## src/design/tli_pkg.sv

```systemverilog
// shared constants, controller command and status types and the reset curve of the thermistor interpolator
package tli_pkg;

    // field widths of one item and one result
    localparam int CNT_W   = 12;
    localparam int TEMP_W  = 10;
    localparam int IDX_W   = 6;
    localparam int NUM_W   = 7;
    localparam int OUT_W   = 11;
    localparam int ENTRY_W = CNT_W + TEMP_W;

    // table size default and register reset
    localparam int              DEF_MAX_POINTS = 64;
    localparam logic [NUM_W-1:0] NUM_POINTS_RST = 7'd39;

    // celsius conversion: (t - 32) * 36408 >> 16
    localparam logic [15:0] C_SCALE  = 16'd36408;
    localparam int          F_OFFSET = 32;

    // divider magnitudes
    localparam int QUO_W = 22;
    localparam int DCNT_W = 5;

    // item command codes
    localparam logic CMD_WRITE   = 1'b0;
    localparam logic CMD_CONVERT = 1'b1;

    // controller to datapath commands
    typedef struct packed {
        logic take;
        logic scan;
        logic sel;
        logic mul;
        logic div;
        logic add;
        logic conv;
        logic load;
    } t_ctrl_cmd;

    // datapath to controller status
    typedef struct packed {
        logic in_valid;
        logic in_cvt;
        logic scan_done;
        logic zero;
        logic div_done;
        logic out_free;
    } t_ctrl_stat;

    // reset contents of the breakpoint table: temperature in 21..12, count in 11..0
    function automatic logic [ENTRY_W-1:0] curve_entry(input logic [7:0] idx);
        logic [ENTRY_W-1:0] e;
        case (idx)
            8'd0:    e = {10'd320, 12'd0};
            8'd1:    e = {10'd310, 12'd981};
            8'd2:    e = {10'd305, 12'd1002};
            8'd3:    e = {10'd300, 12'd1022};
            8'd4:    e = {10'd295, 12'd1055};
            8'd5:    e = {10'd290, 12'd1095};
            8'd6:    e = {10'd285, 12'd1140};
            8'd7:    e = {10'd280, 12'd1196};
            8'd8:    e = {10'd275, 12'd1250};
            8'd9:    e = {10'd270, 12'd1304};
            8'd10:   e = {10'd265, 12'd1374};
            8'd11:   e = {10'd260, 12'd1433};
            8'd12:   e = {10'd255, 12'd1491};
            8'd13:   e = {10'd250, 12'd1551};
            8'd14:   e = {10'd245, 12'd1622};
            8'd15:   e = {10'd240, 12'd1687};
            8'd16:   e = {10'd235, 12'd1765};
            8'd17:   e = {10'd230, 12'd1835};
            8'd18:   e = {10'd225, 12'd1907};
            8'd19:   e = {10'd220, 12'd1979};
            8'd20:   e = {10'd215, 12'd2055};
            8'd21:   e = {10'd210, 12'd2132};
            8'd22:   e = {10'd205, 12'd2208};
            8'd23:   e = {10'd200, 12'd2278};
            8'd24:   e = {10'd190, 12'd2437};
            8'd25:   e = {10'd180, 12'd2589};
            8'd26:   e = {10'd170, 12'd2758};
            8'd27:   e = {10'd160, 12'd2892};
            8'd28:   e = {10'd150, 12'd3025};
            8'd29:   e = {10'd140, 12'd3165};
            8'd30:   e = {10'd130, 12'd3272};
            8'd31:   e = {10'd120, 12'd3400};
            8'd32:   e = {10'd110, 12'd3469};
            8'd33:   e = {10'd100, 12'd3571};
            8'd34:   e = {10'd90,  12'd3639};
            8'd35:   e = {10'd80,  12'd3696};
            8'd36:   e = {10'd70,  12'd3758};
            8'd37:   e = {10'd60,  12'd3776};
            8'd38:   e = {10'd0,   12'd4095};
            default: e = '0;
        endcase
        return e;
    endfunction

endpackage

```

## src/design/tli_intf.sv

```systemverilog
// valid/ready channels of the interpolator: items in, results out, register writes

interface tli_in_if import tli_pkg::*; ();
    logic              valid;
    logic              ready;
    logic              command;
    logic [CNT_W-1:0]  adc_count;
    logic [IDX_W-1:0]  point_index;
    logic [TEMP_W-1:0] point_temp;
    logic              want_celsius;

    modport source (output valid, command, adc_count, point_index, point_temp, want_celsius,
                    input ready);
    modport sink   (input valid, command, adc_count, point_index, point_temp, want_celsius,
                    output ready);
endinterface

interface tli_out_if import tli_pkg::*; ();
    logic                    valid;
    logic                    ready;
    logic signed [OUT_W-1:0] temperature;
    logic                    out_of_range;
    logic                    zero_segment;

    modport source (output valid, temperature, out_of_range, zero_segment, input ready);
    modport sink   (input valid, temperature, out_of_range, zero_segment, output ready);
endinterface

interface tli_cfg_if import tli_pkg::*; ();
    logic             valid;
    logic             ready;
    logic [NUM_W-1:0] data;

    modport source (output valid, data, input ready);
    modport sink   (input valid, data, output ready);
endinterface

```

## src/design/tli_ram.sv

```systemverilog
// generic single-write, single-read ram with registered read data
module tli_ram #(
    parameter int WIDTH = 8,
    parameter int DEPTH = 16
) (
    input  logic                     i_clk,
    input  logic                     i_we,
    input  logic [$clog2(DEPTH)-1:0] i_waddr,
    input  logic [WIDTH-1:0]         i_wdata,
    input  logic [$clog2(DEPTH)-1:0] i_raddr,
    output logic [WIDTH-1:0]         o_rdata
);
    logic [WIDTH-1:0] r_mem [DEPTH];
    logic [WIDTH-1:0] r_q;

    // write port
    always_ff @(posedge i_clk) begin
        if (i_we) begin
            r_mem[i_waddr] <= i_wdata;
        end
    end

    // registered read port
    always_ff @(posedge i_clk) begin
        r_q <= r_mem[i_raddr];
    end

    assign o_rdata = r_q;
endmodule

```

## src/design/tli_ctrl.sv

```systemverilog
// sequencing state machine of the interpolator
module tli_ctrl import tli_pkg::*; (
    input  logic       i_clk,
    input  logic       i_rst_n,
    input  t_ctrl_stat i_stat,
    output t_ctrl_cmd  o_cmd
);
    localparam logic [2:0] S_IDLE = 3'd0;
    localparam logic [2:0] S_SCAN = 3'd1;
    localparam logic [2:0] S_SEL  = 3'd2;
    localparam logic [2:0] S_MUL  = 3'd3;
    localparam logic [2:0] S_DIV  = 3'd4;
    localparam logic [2:0] S_ADD  = 3'd5;
    localparam logic [2:0] S_CONV = 3'd6;
    localparam logic [2:0] S_DONE = 3'd7;

    logic [2:0] r_state;
    logic [2:0] n_state;

    // next state and commands
    always_comb begin
        n_state = r_state;
        o_cmd   = '0;
        case (r_state)
            S_IDLE: begin
                o_cmd.take = 1'b1;
                if (i_stat.in_valid && (i_stat.in_cvt == CMD_CONVERT)) begin
                    n_state = S_SCAN;
                end
            end
            S_SCAN: begin
                o_cmd.scan = 1'b1;
                if (i_stat.scan_done) begin
                    n_state = S_SEL;
                end
            end
            S_SEL: begin
                o_cmd.sel = 1'b1;
                n_state   = S_MUL;
            end
            S_MUL: begin
                o_cmd.mul = 1'b1;
                n_state   = S_DIV;
            end
            S_DIV: begin
                o_cmd.div = 1'b1;
                if (i_stat.zero || i_stat.div_done) begin
                    n_state = S_ADD;
                end
            end
            S_ADD: begin
                o_cmd.add = 1'b1;
                n_state   = S_CONV;
            end
            S_CONV: begin
                o_cmd.conv = 1'b1;
                n_state    = S_DONE;
            end
            S_DONE: begin
                if (i_stat.out_free) begin
                    o_cmd.load = 1'b1;
                    n_state    = S_IDLE;
                end
            end
            default: begin
                n_state = S_IDLE;
            end
        endcase
    end

    // state register
    always_ff @(posedge i_clk) begin
        if (!i_rst_n) begin
            r_state <= S_IDLE;
        end else begin
            r_state <= n_state;
        end
    end
endmodule

```

## src/design/tli_dp.sv

```systemverilog
// datapath: breakpoint store, segment scan, divider, celsius scaling, result register
module tli_dp import tli_pkg::*; #(
    parameter int MAX_POINTS = DEF_MAX_POINTS
) (
    input  logic       i_clk,
    input  logic       i_rst_n,
    tli_in_if.sink     i_item,
    tli_out_if.source  o_result,
    tli_cfg_if.sink    i_cfg,
    input  t_ctrl_cmd  i_cmd,
    output t_ctrl_stat o_stat
);
    localparam int AW = $clog2(MAX_POINTS);
    localparam int CW = $clog2(MAX_POINTS + 1);

    // register and table storage
    logic [NUM_W-1:0]   r_num_points;
    logic [MAX_POINTS-1:0] r_valid;
    logic               wr_en;
    logic [ENTRY_W-1:0] ram_q;

    // scan state
    logic [CW-1:0]      r_n;
    logic [CW-1:0]      r_addr;
    logic               r_rdv;
    logic [AW-1:0]      r_rdi;
    logic               r_vld_d;
    logic               r_done;
    logic               r_hit;
    logic [ENTRY_W-1:0] r_prev;
    logic [ENTRY_W-1:0] r_e0;
    logic [ENTRY_W-1:0] r_e1;
    logic [CNT_W-1:0]   r_x;
    logic               r_cel;
    logic [CNT_W-1:0]   r_x1;
    logic [CNT_W-1:0]   r_x2;
    logic [TEMP_W-1:0]  r_y1;
    logic [TEMP_W-1:0]  r_y2;
    logic               r_oor;

    // arithmetic state
    logic               r_zero;
    logic               r_qneg;
    logic [CNT_W-1:0]   r_den;
    logic [CNT_W-1:0]   r_rem;
    logic [QUO_W-1:0]   r_dq;
    logic [DCNT_W-1:0]  r_dcnt;
    logic [CNT_W-1:0]   r_t;
    logic               r_dneg;
    logic [CNT_W-1:0]   r_dmag;
    logic [CNT_W+15:0]  r_cprod;

    // result register
    logic                    r_ovalid;
    logic signed [OUT_W-1:0] r_otemp;
    logic                    r_ooor;
    logic                    r_ozero;

    logic               accept;
    logic               issue;
    logic [CW-1:0]      n_eff;
    logic [ENTRY_W-1:0] cur;
    logic               hit_now;
    logic               step;
    logic               last;
    logic signed [CNT_W:0]    dxn;
    logic signed [CNT_W:0]    dx;
    logic signed [TEMP_W:0]   dy;
    logic signed [23:0]       prod;
    logic [23:0]              prod_mag;
    logic [CNT_W:0]           dx_mag;
    logic [CNT_W:0]           rem_sh;
    logic                     ge;
    logic signed [QUO_W:0]    qs;
    logic signed [QUO_W:0]    t_full;
    logic [CNT_W-1:0]         t_sel;
    logic signed [CNT_W:0]    d;
    logic [CNT_W:0]           d_mag;
    logic [CNT_W-1:0]         cq;
    logic [CNT_W-1:0]         cres;

    // handshakes
    assign i_item.ready = i_cmd.take;
    assign i_cfg.ready  = 1'b1;
    assign accept       = i_item.valid && i_cmd.take;
    assign wr_en        = accept && (i_item.command == CMD_WRITE)
                          && (32'(i_item.point_index) < MAX_POINTS);

    // configuration register
    always_ff @(posedge i_clk) begin
        if (!i_rst_n) begin
            r_num_points <= NUM_POINTS_RST;
        end else if (i_cfg.valid) begin
            r_num_points <= i_cfg.data;
        end
    end

    // breakpoint memory; an unwritten slot reads as the reset curve
    tli_ram #(
        .WIDTH(ENTRY_W),
        .DEPTH(MAX_POINTS)
    ) u_ram (
        .i_clk  (i_clk),
        .i_we   (wr_en),
        .i_waddr(AW'(i_item.point_index)),
        .i_wdata({i_item.point_temp, i_item.adc_count}),
        .i_raddr(r_addr[AW-1:0]),
        .o_rdata(ram_q)
    );

    always_ff @(posedge i_clk) begin
        if (!i_rst_n) begin
            r_valid <= '0;
        end else if (wr_en) begin
            r_valid[AW'(i_item.point_index)] <= 1'b1;
        end
    end

    // points in use, clamped to the table
    always_comb begin
        if (r_num_points < 7'd2) begin
            n_eff = CW'(2);
        end else if (32'(r_num_points) > MAX_POINTS) begin
            n_eff = CW'(MAX_POINTS);
        end else begin
            n_eff = CW'(r_num_points);
        end
    end

    // scan compare on the entry just read against the one before it
    assign issue   = i_cmd.scan && (r_addr < r_n) && !r_done;
    assign cur     = r_vld_d ? ram_q : curve_entry(8'(r_rdi));
    assign step    = i_cmd.scan && r_rdv && !r_done;
    assign last    = (CW'(r_rdi) == (r_n - CW'(1)));
    assign hit_now = (r_rdi != '0) && !r_hit
                     && (r_x >= r_prev[CNT_W-1:0]) && (r_x <= cur[CNT_W-1:0]);

    // control flags of the scan
    always_ff @(posedge i_clk) begin
        if (!i_rst_n) begin
            r_rdv  <= 1'b0;
            r_done <= 1'b0;
            r_hit  <= 1'b0;
            r_addr <= '0;
        end else begin
            r_rdv <= issue;
            if (accept && (i_item.command == CMD_CONVERT)) begin
                r_done <= 1'b0;
                r_hit  <= 1'b0;
                r_addr <= '0;
            end else begin
                if (issue) begin
                    r_addr <= r_addr + CW'(1);
                end
                if (step) begin
                    if (hit_now) begin
                        r_hit <= 1'b1;
                    end
                    if (hit_now || last) begin
                        r_done <= 1'b1;
                    end
                end
            end
        end
    end

    // scan payload: read tags, first two entries, current segment
    always_ff @(posedge i_clk) begin
        r_rdi   <= r_addr[AW-1:0];
        r_vld_d <= r_valid[r_addr[AW-1:0]];
        if (accept && (i_item.command == CMD_CONVERT)) begin
            r_x   <= i_item.adc_count;
            r_cel <= i_item.want_celsius;
            r_n   <= n_eff;
        end
        if (step) begin
            r_prev <= cur;
            if (r_rdi == '0) begin
                r_e0 <= cur;
            end else if (!r_hit) begin
                r_x1 <= r_prev[CNT_W-1:0];
                r_y1 <= r_prev[ENTRY_W-1:CNT_W];
                r_x2 <= cur[CNT_W-1:0];
                r_y2 <= cur[ENTRY_W-1:CNT_W];
            end
            if (r_rdi == AW'(1)) begin
                r_e1 <= cur;
            end
        end
        // clamp a count outside the table to the end segment
        if (i_cmd.sel) begin
            r_oor <= !r_hit;
            if (!r_hit) begin
                if (r_x < r_e0[CNT_W-1:0]) begin
                    r_x  <= r_e0[CNT_W-1:0];
                    r_x1 <= r_e0[CNT_W-1:0];
                    r_y1 <= r_e0[ENTRY_W-1:CNT_W];
                    r_x2 <= r_e1[CNT_W-1:0];
                    r_y2 <= r_e1[ENTRY_W-1:CNT_W];
                end else begin
                    r_x <= r_x2;
                end
            end
        end
    end

    // segment slope product and divider operands
    assign dxn      = $signed({1'b0, r_x}) - $signed({1'b0, r_x1});
    assign dx       = $signed({1'b0, r_x2}) - $signed({1'b0, r_x1});
    assign dy       = $signed({1'b0, r_y2}) - $signed({1'b0, r_y1});
    assign prod     = 24'(dxn) * 24'(dy);
    assign prod_mag = prod[23] ? 24'(-prod) : 24'(prod);
    assign dx_mag   = dx[CNT_W] ? (CNT_W+1)'(-dx) : (CNT_W+1)'(dx);

    // restoring divide step, one quotient bit a cycle
    assign rem_sh = {r_rem, r_dq[QUO_W-1]};
    assign ge     = rem_sh >= {1'b0, r_den};

    always_ff @(posedge i_clk) begin
        if (i_cmd.mul) begin
            r_zero <= (dx == '0);
            r_qneg <= prod[23] ^ dx[CNT_W];
            r_den  <= dx_mag[CNT_W-1:0];
            r_dq   <= prod_mag[QUO_W-1:0];
            r_rem  <= '0;
            r_dcnt <= '0;
        end else if (i_cmd.div && !r_zero) begin
            r_rem  <= ge ? CNT_W'(rem_sh - {1'b0, r_den}) : rem_sh[CNT_W-1:0];
            r_dq   <= {r_dq[QUO_W-2:0], ge};
            r_dcnt <= r_dcnt + DCNT_W'(1);
        end
    end

    // temperature from start of segment plus signed quotient
    assign qs     = r_qneg ? -$signed({1'b0, r_dq}) : $signed({1'b0, r_dq});
    assign t_full = $signed({{(QUO_W-TEMP_W){1'b0}}, r_y1}) + qs;
    assign t_sel  = r_zero ? CNT_W'(r_y1) : t_full[CNT_W-1:0];
    assign d      = $signed({t_sel[CNT_W-1], t_sel}) - (CNT_W+1)'(F_OFFSET);
    assign d_mag  = d[CNT_W] ? (CNT_W+1)'(-d) : (CNT_W+1)'(d);

    // celsius scaling, truncated toward zero
    assign cq   = r_cprod[CNT_W+15:16];
    assign cres = r_dneg ? CNT_W'(-cq) : cq;

    always_ff @(posedge i_clk) begin
        if (i_cmd.add) begin
            r_t    <= t_sel;
            r_dneg <= d[CNT_W];
            r_dmag <= d_mag[CNT_W-1:0];
        end
        if (i_cmd.conv) begin
            r_cprod <= (CNT_W+16)'(r_dmag) * (CNT_W+16)'(C_SCALE);
        end
        if (i_cmd.load) begin
            r_otemp <= r_cel ? $signed(cres[OUT_W-1:0]) : $signed(r_t[OUT_W-1:0]);
            r_ooor  <= r_oor;
            r_ozero <= r_zero;
        end
    end

    // result register valid
    always_ff @(posedge i_clk) begin
        if (!i_rst_n) begin
            r_ovalid <= 1'b0;
        end else if (i_cmd.load) begin
            r_ovalid <= 1'b1;
        end else if (o_result.ready) begin
            r_ovalid <= 1'b0;
        end
    end

    assign o_result.valid        = r_ovalid;
    assign o_result.temperature  = r_otemp;
    assign o_result.out_of_range = r_ooor;
    assign o_result.zero_segment = r_ozero;

    // status to the controller
    assign o_stat.in_valid  = i_item.valid;
    assign o_stat.in_cvt    = i_item.command;
    assign o_stat.scan_done = r_done;
    assign o_stat.zero      = r_zero;
    assign o_stat.div_done  = (r_dcnt == DCNT_W'(QUO_W - 1));
    assign o_stat.out_free  = !r_ovalid || o_result.ready;
endmodule

```

## src/design/thermistor_lut_interpolator_unit.sv

```systemverilog
// top level of the thermistor look-up interpolator
//
// Items arrive on i_item (valid/ready). A write item stores one breakpoint
// (count, temperature in F) in slot point_index and is taken while idle; it
// gives no result. A convert item finds the first table segment holding
// adc_count, interpolates linearly with a signed divide truncated toward zero,
// and optionally scales to Celsius. The result leaves on o_result.
// i_cfg writes the number of breakpoints in use; it is always ready.
// A convert scans up to the n points in use, one breakpoint a cycle, through the
// single read port of the table memory; then the divider makes one quotient
// bit a cycle. One item is in work at a time. Results sit in an output
// register, so the next item is taken while a result waits; a convert that
// finishes while the receiver still stalls holds until the register frees.
// Reset restores the 39-point curve (slots never written read as the curve,
// or zero past it) and sets the point count to 39; no clearing pass is needed.
module thermistor_lut_interpolator_unit import tli_pkg::*; #(
    parameter int MAX_POINTS = DEF_MAX_POINTS
) (
    input  logic      i_clk,
    input  logic      i_rst_n,
    tli_in_if.sink    i_item,
    tli_out_if.source o_result,
    tli_cfg_if.sink   i_cfg
);
    t_ctrl_cmd  cmd;
    t_ctrl_stat stat;

    // sequencer
    tli_ctrl u_ctrl (
        .i_clk  (i_clk),
        .i_rst_n(i_rst_n),
        .i_stat (stat),
        .o_cmd  (cmd)
    );

    // datapath
    tli_dp #(
        .MAX_POINTS(MAX_POINTS)
    ) u_dp (
        .i_clk   (i_clk),
        .i_rst_n (i_rst_n),
        .i_item  (i_item),
        .o_result(o_result),
        .i_cfg   (i_cfg),
        .i_cmd   (cmd),
        .o_stat  (stat)
    );
endmodule

```

## src/flat_wrapper.sv

```systemverilog
// flat-port wrapper written by rule: the top's interface ports become plain ports
module thermistor_lut_interpolator_unit_flat import tli_pkg::*;
#(
    parameter int MAX_POINTS = DEF_MAX_POINTS
)
  (i_clk, i_rst_n, i_item_valid, i_item_command, i_item_adc_count, i_item_point_index, i_item_point_temp, i_item_want_celsius, i_item_ready, o_result_valid, o_result_temperature, o_result_out_of_range, o_result_zero_segment, o_result_ready, i_cfg_valid, i_cfg_data, i_cfg_ready);
  tli_in_if i_item_i ();
  tli_out_if o_result_i ();
  tli_cfg_if i_cfg_i ();
  input  logic i_clk;
  input  logic i_rst_n;
  input wire logic [$bits(i_item_i.valid)-1:0] i_item_valid;
  input wire logic [$bits(i_item_i.command)-1:0] i_item_command;
  input wire logic [$bits(i_item_i.adc_count)-1:0] i_item_adc_count;
  input wire logic [$bits(i_item_i.point_index)-1:0] i_item_point_index;
  input wire logic [$bits(i_item_i.point_temp)-1:0] i_item_point_temp;
  input wire logic [$bits(i_item_i.want_celsius)-1:0] i_item_want_celsius;
  output wire logic [$bits(i_item_i.ready)-1:0] i_item_ready;
  output wire logic [$bits(o_result_i.valid)-1:0] o_result_valid;
  output wire logic [$bits(o_result_i.temperature)-1:0] o_result_temperature;
  output wire logic [$bits(o_result_i.out_of_range)-1:0] o_result_out_of_range;
  output wire logic [$bits(o_result_i.zero_segment)-1:0] o_result_zero_segment;
  input wire logic [$bits(o_result_i.ready)-1:0] o_result_ready;
  input wire logic [$bits(i_cfg_i.valid)-1:0] i_cfg_valid;
  input wire logic [$bits(i_cfg_i.data)-1:0] i_cfg_data;
  output wire logic [$bits(i_cfg_i.ready)-1:0] i_cfg_ready;
  assign i_item_i.valid = i_item_valid;
  assign i_item_i.command = i_item_command;
  assign i_item_i.adc_count = i_item_adc_count;
  assign i_item_i.point_index = i_item_point_index;
  assign i_item_i.point_temp = i_item_point_temp;
  assign i_item_i.want_celsius = i_item_want_celsius;
  assign i_item_ready = i_item_i.ready;
  assign o_result_valid = o_result_i.valid;
  assign o_result_temperature = o_result_i.temperature;
  assign o_result_out_of_range = o_result_i.out_of_range;
  assign o_result_zero_segment = o_result_i.zero_segment;
  assign o_result_i.ready = o_result_ready;
  assign i_cfg_i.valid = i_cfg_valid;
  assign i_cfg_i.data = i_cfg_data;
  assign i_cfg_ready = i_cfg_i.ready;
  thermistor_lut_interpolator_unit #(.MAX_POINTS(MAX_POINTS)) u_core (.i_clk(i_clk), .i_rst_n(i_rst_n), .i_item(i_item_i), .o_result(o_result_i), .i_cfg(i_cfg_i));
endmodule
```

## config.mk

```make
export PLATFORM = sky130hd
export DESIGN_NAME = thermistor_lut_interpolator_unit_flat
export DESIGN_NICKNAME = d
export VERILOG_FILES = /design/src/design/tli_pkg.sv /design/src/design/tli_intf.sv /design/src/design/tli_ram.sv /design/src/design/tli_ctrl.sv /design/src/design/tli_dp.sv /design/src/design/thermistor_lut_interpolator_unit.sv /design/src/flat_wrapper.sv
export SDC_FILE = /design/constraint.sdc
export NUM_CORES = 2
export LEC_CHECK = 0
export ABC_AREA = 1
export BUFFER_PORTS_ARGS = -buffer_cell sky130_fd_sc_hd__buf_4
export CORE_UTILIZATION = 50
export CTS_CLUSTER_SIZE = 25
export DETAILED_ROUTE_END_ITERATION = 8
export GPL_TIMING_DRIVEN = 0
export HOLD_SLACK_MARGIN = 0.02
export PLACE_DENSITY = 0.78
export SYNTH_ARGS = -nofsm -noshare
export SYNTH_HDL_FRONTEND = slang
export SYNTH_SLANG_ARGS = --single-unit
```

## constraint.sdc

```tcl
create_clock -name i_clk -period 6.2 [get_ports i_clk]
set_input_delay 0.31 -clock i_clk [delete_from_list [all_inputs] [get_ports i_clk]]
set_output_delay 0.31 -clock i_clk [all_outputs]
set_load 0.02 [all_outputs]
```

==> results.md <==
| Quantity | Value | Unit |
|:---|:---|:---|
| Fraction of layout cells with a size suffix above 1 | 0.112 | - |
| Clock insertion delay at the later pin of the skew report | 850 | ps |
| Wire length of the first global-routing pass | 367 | mm |
| Worst hold start | i_item_point_temp[8] | - |
| Placement Setup Slack | -1130 | ps |
| Synthesized netlist net count | 7963 | - |
| Sequential element share of the synthesized area | 0.625 | - |
| Max-slew violation count | 0 | - |
| Number of remaining DRC errors | 0 | - |
| Number of distinct library cells after synthesis | 66 | - |
| Overall die height | 407 | µm |
| Number of setup violations in the final report | 22 | - |
| Number of flops mapped to enable cells by yosys | 1566 | - |
| Buffer type at the clock tree root | sky130_fd_sc_hd__clkbuf_16 | - |
| Final std cells w/o fill | 10202 | - |
| Routability cong. | 0.983 | - |
| Startpoint types | flop | - |
| Total number of clock tree sinks | 1774 | - |
| Ratio of final minimum period to clock period | 1.12 | - |
| Largest driver fanout on the critical path | 5 | - |
| Mapped Avg Cell Area | 10.9 | µm² |
| Time the final worst path needs with I/O delays and setup | 6920 | ps |
| Buffers on Ports | 55 | - |
| Data required time of the worst path | 6770 | ps |
| Fmax | 0.144 | GHz |
| Number of clock buffers inserted by TritonCTS | 176 | - |
| Setup crit end kind | flop | - |
| Synthesized flop and latch total | 1774 | - |
| Critical Path Most Common Cell | sky130_fd_sc_hd__nand2_1 | - |
| FILL cells | 12655 | - |
| Routed vias/inst | 5.99 | - |
| Gate Count Post-Synth | 7503 | - |
| Count of cells along the worst register-to-register path | 41 | - |
| Count of standard-cell rows | 148 | - |
| Post-DP HPWL | 170 | mm |
| Overall routing resource usage | 0.302 | - |
| Capturing point of the worst reg2reg path | u_core.u_dp.r_dq[5] | - |
| ANT nets after route | 0 | - |
| Endpoint with the worst hold slack | u_core.u_dp.u_ram.r_mem[47][20] | - |
| CTS tree | yes | - |
| Least-Margin Pin Slew | 1480 | ps |
| Die area | 166000 | µm² |
| Worst hold-check slack | 72.0 | ps |
| IO Pins | 58 | - |
| Final WS setup | -724 | ps |
| Number of buffers on the longest clock path | 3 | - |
| Async set or reset register ratio after synthesis | 0 | - |
| Worst min-delay path category | in2reg | - |
| Area added between synthesis and finish | 14.8 | % |
| Failing checks | negative setup slack | - |
| Die Wd | 407 | µm |
| Number of global-route vias before repair | 59343 | - |
| H-tree levels | 4 | - |
| Type of the setup path with the least slack | reg2reg | - |
| # placed instances | 9782 | - |
| DR pass1 iterations | 6 | - |
| Worst setup skew after layout | 78.8 | ps |
| Leftover overflow at the end of global routing | 0 | - |
| Initial drt markers | 9587 | - |
| Total detailed-routing wirelength | 253 | mm |
| Area inside the core boundary | 163000 | µm² |
| Post-DR wirelength/cell | 24.8 | µm |
| Clock-pin slew on the worst setup and hold paths | 60 | ps |
| Status | finished with violations | - |
| Worst max-slew margin expressed relative to the limit | 0.0152 | - |
| Highest-count cells in the layout ignoring fill and taps | sky130_fd_sc_hd__nor2_1 (1648), sky130_fd_sc_hd__edfxtp_1 (1566), sky130_fd_sc_hd__o21ai_0 (830) | - |
| Max-Cap Viols | 0 | - |
| Starting density of the core | 0.503 | - |
| Final Hold Violating Endpoints | 0 | - |
| Synth warn | 0 | - |
| Largest net degree at the start of global routing | 66 | - |
| Antenna violations before repair | 14 | - |
| Flip-flop cell with the highest count after synthesis | sky130_fd_sc_hd__edfxtp_1 | - |
| Number of stages on the worst hold path | 1 | - |
| Post-Synthesis Cell Area | 81900 | µm² |
| RSZ-0062 raised after global routing | true | - |
| CP Data Arrival Time | 7500 | ps |
| Peak per-stage delay on the critical path | 560 | ps |
| Register-to-register path setup slack | -720 | ps |
| Critical-path cell with the highest stage delay | sky130_fd_sc_hd__fa_2 | - |
| Reg-to-reg startpoint | u_core.u_dp.r_y2[0] | - |
| Via count | 61123 | - |
| Number of nets in the finished design | 8330 | - |
| Most frequent standard cell in the layout excluding fill and tap cells | sky130_fd_sc_hd__nor2_1 | - |
==> state kept, by name (all words and copies together) (netlist names), 5 cells and up, named ones only <==
register and count:
u_core.u_dp.u_ram.r_mem 1408, u_core.u_dp.r_valid 64, u_core.u_dp.r_dq 22, u_core.u_dp.r_e0 22, u_core.u_dp.r_e1 22, u_core.u_dp.r_prev 22, u_core.u_dp.u_ram.o_rdata 22, u_core.u_dp.r_den 12
u_core.u_dp.r_rem 12, u_core.u_dp.r_x1 12, u_core.u_dp.r_x2 12, u_core.u_dp.r_x 12, u_core.u_dp.o_result.temperature 11, u_core.u_dp.r_cprod 11, u_core.u_dp.r_dmag 11, u_core.u_dp.r_t 11
u_core.u_dp.r_y1 10, u_core.u_dp.r_y2 10, u_core.u_dp.r_addr 7, u_core.u_dp.r_n 7, u_core.u_dp.r_num_points 7, u_core.u_dp.r_rdi 6, u_core.u_dp.r_dcnt 5
==> critical path, delay by kind of cell (launching register included) <==
family | cells | cell delay, ps
AO/OA/AOI/OAI | 6 | 890
XOR/XNOR | 1 | 150
adder cells (fa/ha/maj) | 8 | 3140
buffers and inverters | 10 | 890
flip-flops | 1 | 320
AND/OR/NAND/NOR | 16 | 1310
==> layer usage <==
layer,GRT usage,wire length (µm)
met1,0.378,89600
met4,0.171,16300
met3,0.0745,31800
met2,0.480,115000
met5,0,147
==> worst max path at each step <==
stage                         from              endpoint  slack (ps)  cells after the start
2_1_floorplan   u_core.u_dp.r_x[0]  u_core.u_dp.r_dq[16]         0.9                     40
3_3_place_gp   u_core.u_dp.r_y1[2]  u_core.u_dp.r_dq[21]       -1080                     32
3_5_place_dp   u_core.u_dp.r_y1[2]  u_core.u_dp.r_dq[20]       -1130                     32
4_1_cts        u_core.u_dp.r_x1[2]  u_core.u_dp.r_dq[20]        -640                     35
5_1_grt        u_core.u_dp.r_y2[0]  u_core.u_dp.r_dq[21]       -1030                     38
6_report       u_core.u_dp.r_y2[0]   u_core.u_dp.r_dq[5]        -720                     41
==> through the flow <==
stage	utilization	TNS, ps	area, µm²
floorplan	-	0	82100
global placement	0.524	-20640	85300
detailed placement	0.531	-23080	86500
CTS	0.574	-12540	93500
global route	0.578	-20560	94100
finish	0.578	-14150	94100
==> Yosys cell counts, drive strengths merged (5+ instances only) <==
cell type,instances,area share
a211oi,25,0.0023
a31oi,49,0.0037
a41oi,25,0.0027
o211ai,9,0.00082
nor3,60,0.0038
o22ai,36,0.0028
nand2,804,0.038
xnor2,31,0.0036
o31ai,6,0.00055
mux2,10,0.0014
nand3b,8,0.00073
fa,176,0.043
buf,136,0.0092
dfxtp,208,0.051
inv,618,0.028
a221oi,25,0.0027
nand4,72,0.0056
o21a,9,0.00082
a21oi,141,0.0087
nor2,1752,0.081
nand3,141,0.0090
o2111ai,103,0.011
or2,12,0.00092
clkbuf,200,0.0092
edfxtp,1566,0.57
o32ai,23,0.0025
o21bai,8,0.00073
a311oi,5,0.00053
o21ai,900,0.055
xor2,67,0.0073
nor3b,6,0.00055
ha,242,0.037
==> final cells by class <==
type | instances | area (µm²) | area share
flip-flops and latches | 1774 | 51200 | 0.544
multi-input cells | 4773 | 28200 | 0.299
clock buffers | 221 | 4790 | 0.0509
well taps | 2175 | 2720 | 0.0289
inverters | 621 | 2350 | 0.0250
repair buffers | 187 | 2110 | 0.0224
plain buffers | 336 | 1520 | 0.0161
clock inverters | 109 | 1200 | 0.0127
diodes | 5 | 12.5 | 0.000133
repair inverters | 1 | 7.51 | 0.0000798
==> logic make-up after synthesis <==
group	synth area share
xor+xnor	0.0108
other cells	0.0000458
simple gates	0.140
flops	0.625
buf+inv	0.0468
mux	0.00137
fa+ha+maj	0.0799
compound gates	0.0968
==> repair_timing <==
action / 4_1_cts / 5_1_grt
cloned: 3 / 0
setup endpoints to repair: 22 / 22
endpoints found under the hold margin: 39 / 0
buffers inserted: 33 / 27
pin swaps: 36 / 63
resized for setup: 114 / 105
hold buffers: 24 / 0
Power is left out: the tool's default activity adds up to more than one toggle a clock period on the data nets, which glitch-free logic cannot reach.
